[config.mk]
export PLATFORM = sky130hd
export DESIGN_NAME = differential_drive_turn_control_top_flat
export DESIGN_NICKNAME = d
export VERILOG_FILES = /design/src/rtl/ddtc_pkg.sv /design/src/rtl/ddtc_in_if.sv /design/src/rtl/ddtc_out_if.sv /design/src/rtl/differential_drive_turn_control_top.sv /design/src/rtl/ddtc_div.sv /design/src/flat_wrapper.sv
export SDC_FILE = /design/constraint.sdc
export NUM_CORES = 1
export LEC_CHECK = 0
export ABC_CLOCK_PERIOD_IN_PS = 7600
export BUFFER_PORTS_ARGS = -buffer_cell sky130_fd_sc_hd__buf_2
export CAP_MARGIN = 20
export CORE_MARGIN = 8
export CORE_UTILIZATION = 50
export DETAILED_ROUTE_END_ITERATION = 10
export GPL_TIMING_DRIVEN = 0
export PLACE_DENSITY = 0.69
export SETUP_SLACK_MARGIN = 0.4
export SKIP_CTS_REPAIR_TIMING = 1
export SYNTH_ARGS = -nofsm -noshare
export SYNTH_HDL_FRONTEND = slang
export SYNTH_SLANG_ARGS = --single-unit
[constraint.sdc]
create_clock -name clk -period 7.6 [get_ports clk]
set_input_delay 1.52 -clock clk [delete_from_list [all_inputs] [get_ports clk]]
set_output_delay 1.52 -clock clk [all_outputs]
set_load 0.01 [all_outputs]
[src/rtl/ddtc_pkg.sv]
`timescale 1ns / 1ps
package ddtc_pkg;

  // Field widths
  localparam int ANGLE_W = 15;   // Q3.12 signed angle
  localparam int LEN_W   = 16;   // Q8.8 heading length
  localparam int THR_W   = 14;   // Q2.12 unsigned thresholds
  localparam int SPD_W   = 15;   // Q7.8 speed limit
  localparam int OUT_W   = 17;   // Q9.8 signed wheel speed
  localparam int MODE_W  = 2;
  localparam int CFG_IDX_W = 2;
  localparam int CFG_DAT_W = 15;

  // Soft-turn product and rounded division widths
  localparam int PROD_W = SPD_W + THR_W;      // base * (hard - |a|)
  localparam int DVD_W  = PROD_W + 1;         // 2 * product + hard
  localparam int DVS_W  = THR_W + 1;          // 2 * hard
  localparam int QUO_W  = SPD_W;              // quotient never exceeds base
  localparam int DIV_CNT_W = $clog2(QUO_W + 1);

  // Turning modes
  localparam logic [MODE_W-1:0] MODE_NONE = 2'd0;
  localparam logic [MODE_W-1:0] MODE_SOFT = 2'd1;
  localparam logic [MODE_W-1:0] MODE_HARD = 2'd2;

  // Configuration register indexes
  localparam logic [CFG_IDX_W-1:0] CFG_HARD_THR = 2'd0;
  localparam logic [CFG_IDX_W-1:0] CFG_SOFT_THR = 2'd1;
  localparam logic [CFG_IDX_W-1:0] CFG_NONE_THR = 2'd2;
  localparam logic [CFG_IDX_W-1:0] CFG_MAX_SPD  = 2'd3;

  // Reset values
  localparam logic [THR_W-1:0] HARD_THR_RST = 14'd3660;
  localparam logic [THR_W-1:0] SOFT_THR_RST = 14'd1430;
  localparam logic [THR_W-1:0] NONE_THR_RST = 14'd715;
  localparam logic [SPD_W-1:0] MAX_SPD_RST  = 15'd2560;

  // Divider status toward the sequencer
  typedef struct packed {
    logic busy;
    logic done;
  } div_stat_t;

endpackage

[src/rtl/ddtc_in_if.sv]
`timescale 1ns / 1ps
interface ddtc_in_if import ddtc_pkg::*; ();
  logic                      valid;
  logic                      ready;
  logic signed [ANGLE_W-1:0] heading_angle;
  logic [LEN_W-1:0]          heading_length;

  modport source (output valid, heading_angle, heading_length, input ready);
  modport sink   (input valid, heading_angle, heading_length, output ready);
endinterface

[src/rtl/ddtc_out_if.sv]
`timescale 1ns / 1ps
interface ddtc_out_if import ddtc_pkg::*; ();
  logic                    valid;
  logic                    ready;
  logic signed [OUT_W-1:0] left_speed;
  logic signed [OUT_W-1:0] right_speed;
  logic [MODE_W-1:0]       turn_mode;

  modport source (output valid, left_speed, right_speed, turn_mode, input ready);
  modport sink   (input valid, left_speed, right_speed, turn_mode, output ready);
endinterface

[src/rtl/differential_drive_turn_control_top.sv]
`timescale 1ns / 1ps
// Channel  | Dir | Word fields
// ---------+-----+-------------------------------------------------
// in_ch    | in  | heading_angle s15 Q3.12, heading_length u16 Q8.8
// out_ch   | out | left_speed s17, right_speed s17, turn_mode u2
// cfg_*    | in  | cfg_we, cfg_index u2, cfg_wdata u15 (no read-back)
//
// One word at a time. None and hard modes go from accept through evaluation
// to the output step; soft mode adds a multiply and a divide, using the
// 15-step serial divider that forms the rounded inner-wheel factor.
// in_ch.ready is high only while idle.
// Reset (rst_n low, synchronous) loads the default thresholds and speed
// and clears the mode to none. A stalled result waits in the output
// register; the sequencer holds the next result until that register frees.
module differential_drive_turn_control_top import ddtc_pkg::*; (
  input  logic                 clk,
  input  logic                 rst_n,
  ddtc_in_if.sink              in_ch,
  ddtc_out_if.source           out_ch,
  input  logic                 cfg_we,
  input  logic [CFG_IDX_W-1:0] cfg_index,
  input  logic [CFG_DAT_W-1:0] cfg_wdata
);

  localparam logic [2:0] S_IDLE  = 3'd0;
  localparam logic [2:0] S_EVAL  = 3'd1;
  localparam logic [2:0] S_MUL   = 3'd2;
  localparam logic [2:0] S_START = 3'd3;
  localparam logic [2:0] S_DIV   = 3'd4;
  localparam logic [2:0] S_OUT   = 3'd5;

  logic [2:0]              state_r, state_nxt;
  logic [THR_W-1:0]        hard_r, soft_r, none_r;
  logic [SPD_W-1:0]        max_r;
  logic [MODE_W-1:0]       mode_r, mode_nxt;
  logic signed [ANGLE_W-1:0] ang_r;
  logic [LEN_W-1:0]        len_r;
  logic [ANGLE_W-1:0]      mag_r, mag;
  logic [SPD_W-1:0]        base_r, base;
  logic                    pos_r;
  logic signed [OUT_W-1:0] inner_r, outer;
  logic [PROD_W-1:0]       prod_r;
  logic                    out_valid_r;
  logic signed [OUT_W-1:0] out_left_r, out_right_r;
  logic [MODE_W-1:0]       out_mode_r;
  logic [QUO_W-1:0]        quotient;
  div_stat_t               div_stat;
  logic                    div_start;
  logic                    in_acc;
  logic                    out_free;
  logic [ANGLE_W-1:0]      hard_x, soft_x, none_x;

  assign in_acc   = in_ch.valid && in_ch.ready;
  assign out_free = !out_valid_r || out_ch.ready;
  assign in_ch.ready = (state_r == S_IDLE);

  // Configuration writes
  always_ff @(posedge clk) begin
    if (!rst_n) begin
      hard_r <= HARD_THR_RST;
      soft_r <= SOFT_THR_RST;
      none_r <= NONE_THR_RST;
      max_r  <= MAX_SPD_RST;
    end else if (cfg_we) begin
      unique case (cfg_index)
        CFG_HARD_THR: hard_r <= cfg_wdata[THR_W-1:0];
        CFG_SOFT_THR: soft_r <= cfg_wdata[THR_W-1:0];
        CFG_NONE_THR: none_r <= cfg_wdata[THR_W-1:0];
        CFG_MAX_SPD:  max_r  <= cfg_wdata[SPD_W-1:0];
      endcase
    end
  end

  // Magnitude, clamped base speed and mode hysteresis
  assign hard_x = {1'b0, hard_r};
  assign soft_x = {1'b0, soft_r};
  assign none_x = {1'b0, none_r};
  assign mag    = ang_r[ANGLE_W-1] ? ANGLE_W'(-ang_r) : ANGLE_W'(ang_r);
  assign base   = (len_r < {1'b0, max_r}) ? len_r[SPD_W-1:0] : max_r;

  always_comb begin
    mode_nxt = mode_r;
    if (mode_nxt == MODE_HARD && mag <= soft_x) begin
      mode_nxt = MODE_SOFT;
    end
    if (mode_nxt == MODE_SOFT) begin
      if (mag > hard_x) begin
        mode_nxt = MODE_HARD;
      end else if (mag <= none_x) begin
        mode_nxt = MODE_NONE;
      end
    end
    if (mode_nxt == MODE_NONE) begin
      if (mag > hard_x) begin
        mode_nxt = MODE_HARD;
      end else if (mag > none_x) begin
        mode_nxt = MODE_SOFT;
      end
    end
    if (mode_nxt != MODE_NONE && mode_nxt != MODE_SOFT && mode_nxt != MODE_HARD) begin
      mode_nxt = MODE_NONE;
    end
  end

  // Serial divider for the rounded soft factor
  assign div_start = (state_r == S_START);

  ddtc_div u_div (
    .clk      (clk),
    .rst_n    (rst_n),
    .start    (div_start),
    .dividend (DVD_W'({prod_r, 1'b0}) + DVD_W'(hard_r)),
    .divisor  ({hard_r, 1'b0}),
    .quotient (quotient),
    .stat     (div_stat)
  );

  // Outer wheel: spin at max in hard mode, else the complement to twice base
  assign outer = (mode_r == MODE_HARD) ? OUT_W'(max_r)
               : OUT_W'({base_r, 1'b0}) - inner_r;

  // Sequencer
  always_comb begin
    state_nxt = state_r;
    unique case (state_r)
      S_IDLE:  if (in_acc) state_nxt = S_EVAL;
      S_EVAL:  state_nxt = (mode_nxt == MODE_SOFT && hard_r != '0) ? S_MUL : S_OUT;
      S_MUL:   state_nxt = S_START;
      S_START: state_nxt = S_DIV;
      S_DIV:   if (div_stat.done) state_nxt = S_OUT;
      S_OUT:   if (out_free) state_nxt = S_IDLE;
      default: state_nxt = S_IDLE;
    endcase
  end

  always_ff @(posedge clk) begin
    if (!rst_n) begin
      state_r <= S_IDLE;
      mode_r  <= MODE_NONE;
    end else begin
      state_r <= state_nxt;
      if (state_r == S_EVAL) begin
        mode_r <= mode_nxt;
      end
    end
  end

  // Working registers
  always_ff @(posedge clk) begin
    if (in_acc) begin
      ang_r <= in_ch.heading_angle;
      len_r <= in_ch.heading_length;
    end
    if (state_r == S_EVAL) begin
      mag_r  <= mag;
      base_r <= base;
      pos_r  <= !ang_r[ANGLE_W-1] && (ang_r != '0);
      if (mode_nxt == MODE_HARD) begin
        inner_r <= -OUT_W'(max_r);
      end else begin
        inner_r <= OUT_W'(base);
      end
    end
    if (state_r == S_MUL) begin
      prod_r <= PROD_W'(base_r) * PROD_W'(hard_r - mag_r[THR_W-1:0]);
    end
    if (state_r == S_DIV && div_stat.done) begin
      inner_r <= OUT_W'(quotient);
    end
  end

  // Output register
  always_ff @(posedge clk) begin
    if (!rst_n) begin
      out_valid_r <= 1'b0;
    end else if (state_r == S_OUT && out_free) begin
      out_valid_r <= 1'b1;
    end else if (out_ch.ready) begin
      out_valid_r <= 1'b0;
    end
  end

  always_ff @(posedge clk) begin
    if (state_r == S_OUT && out_free) begin
      out_left_r  <= pos_r ? inner_r : outer;
      out_right_r <= pos_r ? outer : inner_r;
      out_mode_r  <= mode_r;
    end
  end

  assign out_ch.valid       = out_valid_r;
  assign out_ch.left_speed  = out_left_r;
  assign out_ch.right_speed = out_right_r;
  assign out_ch.turn_mode   = out_mode_r;

  // Checks
  a_div_done_in_div: assert property (@(posedge clk) disable iff (!rst_n)
    div_stat.done |-> state_r == S_DIV)
    else $error("divider finished outside the divide step");

  a_div_busy_in_div: assert property (@(posedge clk) disable iff (!rst_n)
    div_stat.busy |-> state_r == S_DIV)
    else $error("divider running outside the divide step");

  a_soft_in_range: assert property (@(posedge clk) disable iff (!rst_n)
    state_r == S_MUL |-> (mag_r <= hard_x && mode_r == MODE_SOFT))
    else $error("soft factor started with angle above hard threshold");

  a_hard_balanced: assert property (@(posedge clk) disable iff (!rst_n)
    (out_valid_r && out_mode_r == MODE_HARD) |-> OUT_W'(out_left_r + out_right_r) == '0)
    else $error("hard turn wheels not opposite");

  a_accept_eval: assert property (@(posedge clk) disable iff (!rst_n)
    in_acc |=> state_r == S_EVAL)
    else $error("accepted word not evaluated");

endmodule

[src/rtl/ddtc_div.sv]
`timescale 1ns / 1ps
// Restoring divider, one quotient bit per cycle. The quotient must fit in
// QUO_W bits, so the upper dividend bits start out below the divisor.
module ddtc_div import ddtc_pkg::*; (
  input  logic             clk,
  input  logic             rst_n,
  input  logic             start,
  input  logic [DVD_W-1:0] dividend,
  input  logic [DVS_W-1:0] divisor,
  output logic [QUO_W-1:0] quotient,
  output div_stat_t        stat
);

  logic [DVS_W-1:0]     rem_r, rem_nxt;
  logic [QUO_W-1:0]     shf_r, shf_nxt;
  logic [DVS_W-1:0]     dvs_r, dvs_nxt;
  logic [DIV_CNT_W-1:0] cnt_r, cnt_nxt;
  logic                 busy_r, busy_nxt;
  logic                 done_r, done_nxt;
  logic [DVS_W:0]       trial;
  logic                 q_bit;

  // Shift in the next dividend bit and try the subtract
  assign trial = {rem_r, shf_r[QUO_W-1]};
  assign q_bit = (trial >= {1'b0, dvs_r});

  always_comb begin
    rem_nxt  = rem_r;
    shf_nxt  = shf_r;
    dvs_nxt  = dvs_r;
    cnt_nxt  = cnt_r;
    busy_nxt = busy_r;
    done_nxt = 1'b0;
    if (start) begin
      rem_nxt  = dividend[DVD_W-1:QUO_W];
      shf_nxt  = dividend[QUO_W-1:0];
      dvs_nxt  = divisor;
      cnt_nxt  = DIV_CNT_W'(QUO_W);
      busy_nxt = 1'b1;
    end else if (busy_r) begin
      rem_nxt = q_bit ? DVS_W'(trial - {1'b0, dvs_r}) : trial[DVS_W-1:0];
      shf_nxt = {shf_r[QUO_W-2:0], q_bit};
      cnt_nxt = cnt_r - DIV_CNT_W'(1);
      if (cnt_r == DIV_CNT_W'(1)) begin
        busy_nxt = 1'b0;
        done_nxt = 1'b1;
      end
    end
  end

  always_ff @(posedge clk) begin
    rem_r <= rem_nxt;
    shf_r <= shf_nxt;
    dvs_r <= dvs_nxt;
    cnt_r <= cnt_nxt;
    if (!rst_n) begin
      busy_r <= 1'b0;
      done_r <= 1'b0;
    end else begin
      busy_r <= busy_nxt;
      done_r <= done_nxt;
    end
  end

  assign quotient  = shf_r;
  assign stat.busy = busy_r;
  assign stat.done = done_r;

endmodule
[src/flat_wrapper.sv]
// flat-port wrapper written by rule: the top's interface ports become plain ports
module differential_drive_turn_control_top_flat import ddtc_pkg::*;
  (clk, rst_n, cfg_we, cfg_index, cfg_wdata, in_ch_valid, in_ch_heading_angle, in_ch_heading_length, in_ch_ready, out_ch_valid, out_ch_left_speed, out_ch_right_speed, out_ch_turn_mode, out_ch_ready);
  ddtc_in_if in_ch_i ();
  ddtc_out_if out_ch_i ();
  input  logic clk;
  input  logic rst_n;
  input  logic cfg_we;
  input  logic [CFG_IDX_W-1:0] cfg_index;
  input  logic [CFG_DAT_W-1:0] cfg_wdata;
  input wire logic [$bits(in_ch_i.valid)-1:0] in_ch_valid;
  input wire logic [$bits(in_ch_i.heading_angle)-1:0] in_ch_heading_angle;
  input wire logic [$bits(in_ch_i.heading_length)-1:0] in_ch_heading_length;
  output wire logic [$bits(in_ch_i.ready)-1:0] in_ch_ready;
  output wire logic [$bits(out_ch_i.valid)-1:0] out_ch_valid;
  output wire logic [$bits(out_ch_i.left_speed)-1:0] out_ch_left_speed;
  output wire logic [$bits(out_ch_i.right_speed)-1:0] out_ch_right_speed;
  output wire logic [$bits(out_ch_i.turn_mode)-1:0] out_ch_turn_mode;
  input wire logic [$bits(out_ch_i.ready)-1:0] out_ch_ready;
  assign in_ch_i.valid = in_ch_valid;
  assign in_ch_i.heading_angle = in_ch_heading_angle;
  assign in_ch_i.heading_length = in_ch_heading_length;
  assign in_ch_ready = in_ch_i.ready;
  assign out_ch_valid = out_ch_i.valid;
  assign out_ch_left_speed = out_ch_i.left_speed;
  assign out_ch_right_speed = out_ch_i.right_speed;
  assign out_ch_turn_mode = out_ch_i.turn_mode;
  assign out_ch_i.ready = out_ch_ready;
  differential_drive_turn_control_top u_core (.clk(clk), .rst_n(rst_n), .in_ch(in_ch_i), .out_ch(out_ch_i), .cfg_we(cfg_we), .cfg_index(cfg_index), .cfg_wdata(cfg_wdata));
endmodule
Word-level counts from Yosys, hierarchy flattened
Index checks and enable logic that the tools add are counted.
{"block": "classes", "reduce_logical": 26, "div_mod_pow": 0, "n_shift": 0, "n_addsub": 7, "n_bitwise": 2, "order_cmp": 6, "multipliers": 1, "n_eq_ne": 18, "n_mux": 32}
{"cell": "2-to-1 mux 15 bit", "count": 9}
{"cell": "2-to-1 mux 17 bit", "count": 4}
{"cell": "adder 30 x 14 -> 30 bit", "count": 1}
{"cell": "greater-than comparator 15 x 14 -> 1 bit", "count": 2}
{"cell": "less-or-equal comparator 15 x 14 -> 1 bit", "count": 2}
{"cell": "multiplier 15 x 29 -> 29 bit", "count": 1}
{"cell": "case mux 3 bit (6 select lines)", "count": 1}
{"cell": "negation 15 -> 17 bit", "count": 1}
{"cell": "subtractor 16 x 17 -> 17 bit", "count": 1}
{"cell": ">= comparator 16 x 15 -> 1 bit", "count": 1}
{"cell": "< comparator 16 x 15 -> 1 bit", "count": 1}
{"cell": "2-to-1 mux 2 bit", "count": 8}
{"cell": "negation 15 bit", "count": 1}
{"cell": "nonzero test 15 bit", "count": 1}
{"cell": "subtractor 14 x 14 -> 15 bit", "count": 1}
{"cell": "subtractor 15 bit", "count": 1}
{"cell": "nonzero test 14 bit", "count": 1}
{"cell": "2-to-1 mux 3 bit", "count": 4}
{"cell": "equality test 2 bit, second input constant", "count": 4}
{"cell": "logical AND 1 bit", "count": 8}
{"cell": "AND reduction 2 bit", "count": 4}
{"cell": "nonzero test 2 bit", "count": 4}
{"cell": "equality test 2 x 1 -> 1 bit, second input constant", "count": 3}
{"cell": "equality test 3 x 2 -> 1 bit, second input constant", "count": 2}
{"cell": "14 further kinds", "count": 26}
{"block": "word_totals", "inputBits": 53, "rom_bits": 0, "n_memories": 0, "out_inout_bits": 38, "reg_bits": 256, "ramBits": 0, "latch_bits": 0}

Longest topological paths before layout
{"block": "depth", "ltp_word": 19, "ltp_mapped": 31, "depth_no_buf": 30}

Cells and area by module
Synthesis repeated with hierarchy kept, for this count alone.
{"block": "unflattened", "hier_cells": 2305, "area_unflattened_um2": 22298.9}
{"module": "differential_drive_turn_control_top", "area_each_um2": 19338.5, "cells_each": 2039, "n_inst": 1}
{"module": "ddtc_div", "area_each_um2": 2960.3, "cells_each": 266, "n_inst": 1}

Least setup slack after synthesis
OpenSTA, ideal clock, no wires.
{"block": "synth_timing", "path_type": "reg-to-reg", "start": "register u_core.hard_r[0]", "end": "register u_core.prod_r[28] (data pin)", "setup_time_ns": 0.260, "stages_incl_launch_ff": 30, "setup_slack_ns": -0.073, "t_arrival_ns": 7.413, "path_cell_list": "dfxtp_1 -> inv_1 -> ha_1 -> fa_1 -> nor2b_1 -> o31ai_1 -> a211oi_1 -> nor3_1 -> o41ai_1 -> a21oi_1 -> clkbuf_1 -> nand2_1 -> fa_1 -> fa_1 -> inv_1 -> fa_1 -> fa_1 -> fa_1 -> inv_1 -> fa_1 -> inv_1 -> ha_1 -> a21o_1 -> a21o_1 -> a21o_1 -> a21o_1 -> o31ai_1 -> o31ai_1 -> a31oi_1 -> xnor2_1"}
{"block": "synth_between", "elab_chain_cells": 2}
{"item": "start: declaration", "line_no": "differential_drive_turn_control_top.sv:33", "rtl": "logic [THR_W-1:0] hard_r, soft_r, none_r;"}
{"item": "start signal: assignment", "line_no": "differential_drive_turn_control_top.sv:66", "rtl": "CFG_HARD_THR: hard_r <= cfg_wdata[THR_W-1:0];"}
{"item": "subtractor 14 x 14 -> 15 bit", "line_no": "differential_drive_turn_control_top.sv:165", "rtl": "prod_r <= PROD_W'(base_r) * PROD_W'(hard_r - mag_r[THR_W-1:0]);"}
{"item": "multiplier 15 x 29 -> 29 bit", "line_no": "differential_drive_turn_control_top.sv:165"}
{"item": "end signal: assignment", "line_no": "differential_drive_turn_control_top.sv:165"}
{"item": "end: declaration", "line_no": "differential_drive_turn_control_top.sv:42", "rtl": "logic [PROD_W-1:0] prod_r;"}
No other way between the ends.
A chain may end at the register's enable or synchronous reset.

Final worst setup path
{"block": "layout_timing", "start": "register u_core.mag_r[0]", "end": "register u_core.prod_r[28] (data pin)"}
{"block": "layout_between", "elab_chain_cells": 2}
{"item": "start: declaration", "line_no": "differential_drive_turn_control_top.sv:38", "rtl": "logic [ANGLE_W-1:0] mag_r, mag;"}
{"item": "start signal: assignment", "line_no": "differential_drive_turn_control_top.sv:155", "rtl": "mag_r <= mag;"}
{"item": "subtractor 14 x 14 -> 15 bit", "line_no": "differential_drive_turn_control_top.sv:165"}
{"item": "multiplier 15 x 29 -> 29 bit", "line_no": "differential_drive_turn_control_top.sv:165"}
No other way between the ends.

==> impl_metrics.json <==
{
  "outcome": "finished with violations",
  "failed_checks": "setup timing",
  "routabilityCongestion": 0.9407,
  "finalCritPeriodShare_pct": 102.0,
  "met2_usage_pct": 37.24,
  "synth_edf_count": 185,
  "crit_arrival_ps": 8080,
  "clk_latency_ps": 590,
  "fmax_mhz": 129.0,
  "vias": 17690,
  "synth_cell_types": 82,
  "relSlewSlack_pct": 31.23,
  "overflow": 0,
  "yosys_most_used_dff": "edfxtp_1",
  "n_antenna_cell": 0,
  "nNetsFinal": 2948,
  "wl_per_cell_um": 20.73,
  "netlist_top_cells_area": "edfxtp_1, fa_1, ha_1",
  "maxCapViolCount": 0,
  "worstSetupStartpointType": "flop",
  "die_area_sq_mm": 0.05293,
  "drt-initial-drc-count": 1386,
  "grt_max_degree": 37,
  "tightestPinTransition_ps": 1027,
  "critPathRequiredTime_ps": 7930,
  "start_util_pct": 50.60,
  "multiInputGateArea_sq_mm": 0.01508,
  "synthesis.area_sq_mm": 0.02291,
  "yosysSeqAreaShare_pct": 30.45,
  "clk_path_buf_depth": 3,
  "regArea_sq_mm": 0.006985,
  "drive_gt1_share_pct": 14.17,
  "antenna_found_initial": 2,
  "grt_usage_pct": 24.11,
  "io_buffers": 89,
  "crit_path_end_kind": "flop",
  "placementRows": 78,
  "placed_area_sq_mm": 0.02430,
  "ant_nets": 0,
  "synth_most_common_cell": "inv_1",
  "syn_inst": 2344,
  "met3_usage_pct": 4.297,
  "yosys_register_bits": 256,
  "path_class": "reg -> reg",
  "coreArea_sq_mm": 0.04528,
  "setup_ws_ps": -149.8,
  "dieWidth_um": 230.1,
  "drt_pre_antenna_iters": 6,
  "die_y_um": 230.1,
  "slew_viol_final": 0,
  "fill_cells": 3858,
  "cts_root_buffer": "clkbuf_16",
  "cts.sinks": 256,
  "holdCritPathClass": "reg -> reg",
  "post-synth-top-area-cell": "edfxtp_1",
  "cts_tree": "done",
  "grt_pass1_wl_mm": 100.8,
  "io_pins": 91,
  "rsz0062_at_grt": "yes",
  "h-tree-depth": 1,
  "synth_nets": 2789,
  "finalSetupViolCount": 2,
  "grt.busiest_layer": "met2",
  "globalRouteMet1Util_pct": 34.12,
  "ys_top_cells_by_count": "inv_1, nand2_1, fa_1, edfxtp_1, ha_1",
  "clk_pin_slew_worst_paths_ps": 60,
  "cts_buffers": 29,
  "ff2ff_setup_slack_ps": -150,
  "yosysTopAreaCellShare_pct": 24.24,
  "viasPerCell": 5.658,
  "holdWs_ps": 464.0,
  "dp_hpwl_mm": 51.13,
  "drcViolationCount": 0,
  "drt_wl_total_mm": 64.80,
  "finalHoldViolCount": 0,
  "final.min_clock_period_ps": 7750,
  "skew_ps": 25.45,
  "yosysWarningCount": 0,
  "syn_avg_cell_area_sq_um": 9.776,
  "area_delta_synth_final_pct": 14.60,
  "async_reset_ff_share_pct": 0,
  "grt_pass1_vias": 18100,
  "stdcell_area_sq_mm": 0.02626,
  "cp_max_fo": 7
}
[final cells by class]
class	count	area share [%]
clock inverter	18	0.5622
buffer	86	1.520
tap	600	2.859
timing repair buffer	128	3.064
inverter	342	4.889
sequential	256	26.60
multi-input combinational	1660	57.43
clock buffer	36	3.073
[logic make-up (layout without fill, tap and decap cells)]
family	count (synthesis)	after routing	share of synthesized area [%]
flops	256	256	30.45
buf+inv	428	610	7.087
xor+xnor	104	104	3.975
simple gates	716	716	15.80
mux	64	64	2.905
compound gates	384	384	11.18
fa+ha+maj	392	392	28.61
[final timing paths]
check                                       from                        endpoint  depth (start not counted)
setup / recovery       u_core.mag_r[0]$_DFFE_PP_     u_core.prod_r[28]$_DFFE_PP_                         25
hold / removal    u_core.none_r[13]$_SDFFE_PN0P_  u_core.none_r[13]$_SDFFE_PN0P_                          2
setup reg to reg       u_core.mag_r[0]$_DFFE_PP_     u_core.prod_r[28]$_DFFE_PP_                         25
hold reg to reg   u_core.none_r[13]$_SDFFE_PN0P_  u_core.none_r[13]$_SDFFE_PN0P_                          2
[sequential cells by signal, indices dropped and copies added, names as in the netlist, 2 cells and up]
register / count
u_core.out_ch.turn_mode: 2
u_core.state_r: 3
u_core.base_r: 15
u_core.mode_r: 2
u_core.none_r: 14
u_core.out_ch.right_speed: 17
u_core.hard_r: 14
u_core.prod_r: 29
u_core.ang_r: 15
u_core.len_r: 16
u_core.u_div.quotient: 15
u_core.mag_r: 14
u_core.u_div.rem_r: 15
u_core.max_r: 15
u_core.inner_r: 17
u_core.u_div.cnt_r: 4
u_core.out_ch.left_speed: 17
u_core.u_div.dvs_r: 14
u_core.soft_r: 14
[critical path, stage by stage, from the launching register on]
cell      delay [ps]
edfxtp_1         410
ha_4             190
fa_2             430
nor2b_4          180
o31ai_4           90
a211oi_4         280
nor3_2           100
or3_4            430
xnor2_4          370
buf_6            190
nand2_1           80
fa_1             540
inv_1             60
fa_1             530
fa_1             450
fa_1             560
fa_1             470
fa_1             550
ha_4             300
and4_1           240
nand3_2          110
nor3_4           260
o31ai_4          120
o31ai_2          260
a31oi_1          140
xnor2_1          150
[placed cells by master, fill, tap and decap left out, types with 22 or more instances in the layout]
master | netlist | routed
inv_1 | 340 | 316
nand2_1 | 272 | 267
fa_1 | 220 | 214
edfxtp_1 | 185 | 185
ha_1 | 172 | 157
and2_1 | 121 | 116
buf_2 | 5 | 94
nor2_1 | 75 | 72
xnor2_1 | 81 | 72
dfxtp_1 | 71 | 68
clkbuf_1 | 74 | 67
o21ai_0 | 70 | 63
a21oi_1 | 73 | 62
mux2i_1 | 44 | 44
a21boi_0 | 41 | 40
nor2b_1 | 39 | 38
nand3_1 | 38 | 37
buf_4 | 3 | 31
clkbuf_16 | 0 | 30
nor3_1 | 39 | 29
nand2b_1 | 30 | 29
a31oi_1 | 27 | 26
o21a_1 | 24 | 24
inv_2 | 0 | 24
o211ai_1 | 23 | 23
xor2_1 | 23 | 22
[layer usage]
metal	share of wire, %	vias up
li1	-	8203
met1	45	8744
met2	45	611
met3	6.8	129
met4	3.8	0
met5	0	-
[through the flow]
step / TNS (ps) / std cells / setup WS [ps] / utilization, %
finish: -159.8 / 3126 / -149.8 / 57.99
global route: -2384 / 3126 / -380.8 / 57.99
CTS: -9676 / 3093 / -946.5 / 55.77
detailed placement: -8508 / 3039 / -872.8 / 53.66
global placement: -7447 / 3033 / -797.2 / 53.42
floorplan: 0 / 2344 / 374.5 / -
Power is not shown: default switching activity piles up to over one toggle a cycle in this logic, so the estimate is an artifact.
